**src/rtl/bcec_div.sv**
```systemverilog
// Pipelined restoring divider: one quotient bit per stage, DW stages.
// No dependencies. The divisor must be nonzero.
`timescale 1ns / 1ps
`default_nettype none

module bcec_div #(
    parameter int DW = 32,
    parameter int VW = 16
) (
    input  wire logic          clk,
    input  wire logic          en,
    input  wire logic [DW-1:0] num,
    input  wire logic [VW-1:0] den,
    output logic      [DW-1:0] quo,
    output logic      [VW-1:0] rem
);

    logic [VW-1:0] rem_reg  [DW];
    logic [DW-1:0] num_reg  [DW];
    logic [VW-1:0] den_reg  [DW-1];
    logic [VW-1:0] rem_next [DW];
    logic [DW-1:0] num_next [DW];

    always_comb
    begin
        logic [VW-1:0] rem_in;
        logic [DW-1:0] num_in;
        logic [VW-1:0] den_in;
        logic [VW:0]   trial;
        logic          ge;
        for (int k = 0; k < DW; k++)
        begin
            if (k == 0)
            begin
                rem_in = '0;
                num_in = num;
                den_in = den;
            end
            else
            begin
                rem_in = rem_reg[k-1];
                num_in = num_reg[k-1];
                den_in = den_reg[k-1];
            end
            trial       = {rem_in, num_in[DW-1]};
            ge          = (trial >= {1'b0, den_in});
            rem_next[k] = ge ? VW'(trial - {1'b0, den_in}) : trial[VW-1:0];
            num_next[k] = {num_in[DW-2:0], ge};
        end
    end

    always_ff @(posedge clk)
    begin
        if (en)
        begin
            rem_reg[0] <= rem_next[0];
            num_reg[0] <= num_next[0];
            den_reg[0] <= den;
            for (int k = 1; k < DW; k++)
            begin
                rem_reg[k] <= rem_next[k];
                num_reg[k] <= num_next[k];
            end
            for (int k = 1; k < DW - 1; k++)
            begin
                den_reg[k] <= den_reg[k-1];
            end
        end
    end

    assign quo = num_reg[DW-1];
    assign rem = rem_reg[DW-1];

endmodule

`default_nettype wire

```
**config.mk**
```make
export PLATFORM = sky130hd
export DESIGN_NAME = bcec_div
export DESIGN_NICKNAME = d
export VERILOG_FILES = /design/src/rtl/bcec_div.sv
export SDC_FILE = /design/constraint.sdc
export NUM_CORES = 2
export LEC_CHECK = 0
export ABC_AREA = 0
export BUFFER_PORTS_ARGS = -buffer_cell sky130_fd_sc_hd__buf_2
export CAP_MARGIN = 10
export CORE_ASPECT_RATIO = 1.5
export CORE_MARGIN = 2
export CORE_UTILIZATION = 50
export DETAILED_ROUTE_END_ITERATION = 10
export PLACE_DENSITY_LB_ADDON = 0.08
export RECOVER_POWER = 25
export SYNTH_ARGS = -nofsm -noshare
export SYNTH_HDL_FRONTEND = slang
export SYNTH_SLANG_ARGS = --single-unit
export TNS_END_PERCENT = 30
```
**constraint.sdc**
```tcl
create_clock -name clk -period 3.3 [get_ports clk]
set_input_delay 0.165 -clock clk [delete_from_list [all_inputs] [get_ports clk]]
set_output_delay 0.165 -clock clk [all_outputs]
set_load 0.03 [all_outputs]
```
Yosys cells after proc, flatten, opt, wreduce, memory -nomap -nowiden

Memories as Yosys holds them, arrays and structs flattened.
Cells that the tools add are included.

Output and inout port bits: 48
Memories kept: 3
Word-level logic and storage cells: 101
Input port bits: 50
Bits in registers: 0
RAM bits: 2,032

Magnitude comparators: 32
$add $sub $neg: 32
Mux-type cells: 34

Memories:

| memory  | depth | width | read ports | clocked after Yosys merged registers in | wr ports | RTL line | text |
|---|---|---|---|---|---|---|---|
| num_reg | 32    | 32    | 32         | 0                                       | 32       | 19       | `logic [DW-1:0] num_reg [DW];` |
| rem_reg | 32    | 16    | 32         | 0                                       | 32       | 18       | `logic [VW-1:0] rem_reg [DW];` |
| den_reg | 31    | 16    | 31         | 0                                       | 31       | 20       | `logic [VW-1:0] den_reg [DW-1];` |

Operators with widths:

| cell                                                           | number |
|---|---|
| 17-bit by 16-bit greater-or-equal comparator with 1-bit output | 31 |
| 16-bit two-way mux                                             | 32 |
| 16-bit subtractor                                              | 31 |
| 1-bit by 16-bit greater-or-equal comparator with 1-bit output  | 1 |
| 1-bit by 16-bit subtractor with 16-bit output                  | 1 |
| 1-bit two-way mux                                              | 2 |

Depth between registers and ports, before layout

Depth in word-level cells: 2
Gate-level depth with buffers: 14
Gate-level depth less buffers: 12

Least setup slack after synthesis

OpenSTA, ideal clock, no wires.

Path type: reg2reg
Start point: memory den_reg[16][1] (netlist: den_reg[2][1])
End point: memory rem_reg[17][8] (netlist: rem_reg[1][24]), data pin
Setup time: 0.260 ns
Slack: 0.030 ns
Required time: 3.040 ns
Buffers on the path: 1
Stages on the path, launching flop included: 13
Period minus slack after synthesis: 3.270 ns
Data arrival time: 3.010 ns
Cells stage by stage: edfxtp_1 inv_1 ha_1 nor2b_4 o31a_1 o31a_1 o211a_1 o21a_1 o311ai_2 nand2_1 a211oi_4 buf_8 mux2_4

RTL lines:

| element     | RTL line |
|---|---|
| from (decl) | 20 |
| to (decl)   | 18 |

==> impl_metrics.toml <==
[power]
switching_share = 0.314
ir_drop_uv = 586
p_sw_mw = 29.7
power_density_mw_per_mm2 = 915
power.total_mw = 94.4
power_frac_comb = 0.364
clkPwrFrac = 0.233
p_seq_frac = 0.403
internal-power_mw = 64.7
leakage_nw = 39.9

[route]
viasPerCell = 5.28
drt_iter0_drc = 2875
num_vias = 49500
wl_met3_um = 5140
antenna_left = 0
totalWireLength_um = 171000
wl_met1_um = 63900
dr.pass1.iters = 5
drcViolationCount = 0
wl_per_cell_um = 18.2
top_layer = "met4"
dr_wl_met2_um = 92800

[die]
fp.dieW_um = 351
core-area_mm2 = 0.180
dieArea_mm2 = 0.184
start_util = 0.502
io_pins = 98
rows = 191
die_y_um = 524

[cells_and_area]
seqCellArea_mm2 = 0.0610
final-instance-count-excl-fill = 9383
largest_register_ffs = 1024
utilization = 0.573
multiInputGateArea_mm2 = 0.0265
n_fill_cell = 14300
syn2layout_area_growth_pct = 14.3
layout.nets = 7402
drive_above_1_share = 0.140

[global_route]
grt_antenna_before_repair = 2
grtUsageTotal = 0.185
grt_max_degree = 114
grt_pass1_wl_um = 268000
grt_pass1_vias = 50600
grt_overflow = 0

[synthesis]
yosys_warnings = 0
netlist_instances = 6301
syn_nets = 6880
synthArstFlopShare = 0
yosysMostFrequentCell = "edfxtp_1"
synthFlopType = "edfxtp_1"
syn_area_mm2 = 0.0903
ys_types = 92
synth_edf_count = 2032
synthTopCellsByArea = "edfxtp_1 (68%), ha_1 (6.9%), mux2_2 (3.1%), inv_1 (2.7%), xnor2_1 (2.3%)"
yosysSeqAreaShare = 0.676
synth_largest_area_cell = "edfxtp_1"
synth_top_cell_area_share = 0.676
yosys-top-cells-count = "edfxtp_1 (2032), inv_1 (657), ha_1 (498)"
yosys_register_bits = 2032
syn_area_per_cell_um2 = 14.3

[sta]
slew_headroom = 0.512
skew_ps = 44.9
grt_setup_unrepaired = "yes"
tns_ps = 0
hold_viol = 0
worst_slack_ps = 37.8
worst_slew_pin_slew_ps = 725
fmax_ghz = 0.307
fin_crit_sh = 0.989
fin_crit_ps = 3260
slew_violations = 0
setup_viol = 0

[run_status]
status = "completed"

[setup_path]
endpoint_kind = "flop"
start_kind = "flop"
path_max_fanout = 8
crit_top_cell = "a211oi_4"
cp_cell_sequence = "inv_2, ha_4, nor2b_4, o31a_1, o31ai_2, buf_4, a211oi_4, o21a_1, o311ai_2, nand2_1, a211oi_4, buf_6, buf_12, mux2_2"
critical-path-max-stage-delay_ps = 390
cp.arrival_ps = 3830
critical_path_required_ps = 3870
crit_slowest_cell = "edfxtp_1"
crit_type = "reg2reg"

[place]
dp.cells = 8930
place_congestion = 0.872
dp_hpwl_um = 121000
post-place-ws_ps = -53.4
port_buffers = 97

[clock_tree]
cts_tree = "yes"
cts.sink_count = 2032
cts_root_buffer = "clkbuf_16"
clkTransAtPathRegs_ps = 60
clock_path_buffers = 4
cts_buffers = 198
clock_latency_ps = 850
htree_levels = 4

[worst_hold_path]
hold_class = "in2reg"

[job]
max-cap-violations = 0
## per-layer routing
layer | track usage | up-vias
met5 | 0 | -
met4 | 0.0908 | 0
met3 | 0.0245 | 422
li1 | - | 24300
met1 | 0.199 | 24000
met2 | 0.349 | 826
## cells by family after synthesis
kind of cell / Yosys count / share of synthesized area
xor gates and xnor gates: 358 / 0.0347
and+or+nand+nor: 1150 / 0.0614
muxes: 302 / 0.0374
buffers and inverters: 770 / 0.0345
DFF: 2032 / 0.676
AOI/OAI and AO/OA: 1160 / 0.0803
adders and majority gates: 529 / 0.0759
## power by group through the flow
stage | Clock, mW | Combinational (mW) | Sequential (mW)
3_5_place_dp | 0 | 33.3 | 38.5
4_1_cts | 22.7 | 33.9 | 38.1
3_3_place_gp | 0 | 32.9 | 38.5
6_report | 22.0 | 34.3 | 38.0
5_1_grt | 23.7 | 38.1 | 38.5
2_1_floorplan | 0 | 24.7 | 37.1
## what timing repair did
action	CTS	global route
resized for setup	13	76
setup endpoints to repair	48	191
hold buffers	81	0
setup buffers	6	17
hold endpoints to repair	114	0
gates cloned	1	1
pin swaps	5	7
## cell type report
type,instances,area share
Antenna cell,1,0.0000243
Clock buffer,235,0.0504
Clock inverter,112,0.0101
Inverter,657,0.0239
Multi-Input combinational cell,3499,0.257
Sequential cell,2032,0.591
Tap cell,2412,0.0292
Timing Repair Buffer,435,0.0380
## final timing paths
check / to / slack [ps] / depth (start not counted) / startpoint
hold reg to reg: num_reg[0][223] / 380 / 0 / num_reg[0][190]
hold / removal: num_reg[0][16] / 70 / 2 / num[15]
setup / recovery: rem_reg[0][164] / 40 / 14 / den_reg[1][17]
setup reg to reg: rem_reg[0][164] / 40 / 14 / den_reg[1][17]
## per-stage QoR
step / instance area [µm²] / hold slack, ps
final: 103000 / 68.5
after global routing: 103000 / 31.7
after CTS: 103000 / 0.125
after detailed placement: 95600 / 343
after global placement: 95600 / 343
after floorplan: 90300 / 264
## worst max-delay path: cells and delay by family (launching register included)
kind | cells | cell delay (ps)
flip-flops | 1 | 390
buffers and inverters | 4 | 520
multiplexers | 1 | 330
adder cells (fa/ha/maj) | 1 | 190
AND/OR/NAND/NOR | 2 | 250
AO/OA/AOI/OAI | 6 | 1260
## layout by cell type (no fill, tap or decap), types with 81 or more instances in the layout
cell	synthesis	routed
ha_1	498	491
a21o_1	100	100
xnor2_1	232	232
nor2_1	374	374
clkbuf_16	0	204
nand2_1	258	258
a21oi_1	370	362
dlygate4sd3_1	0	81
xor2_1	126	126
edfxtp_1	2032	2032
inv_1	657	654
o21ai_0	304	296
buf_2	9	84
nor2b_1	84	83
mux2_2	250	222
buf_4	49	197
No activity file was read; power rests on OpenSTA's default activity.
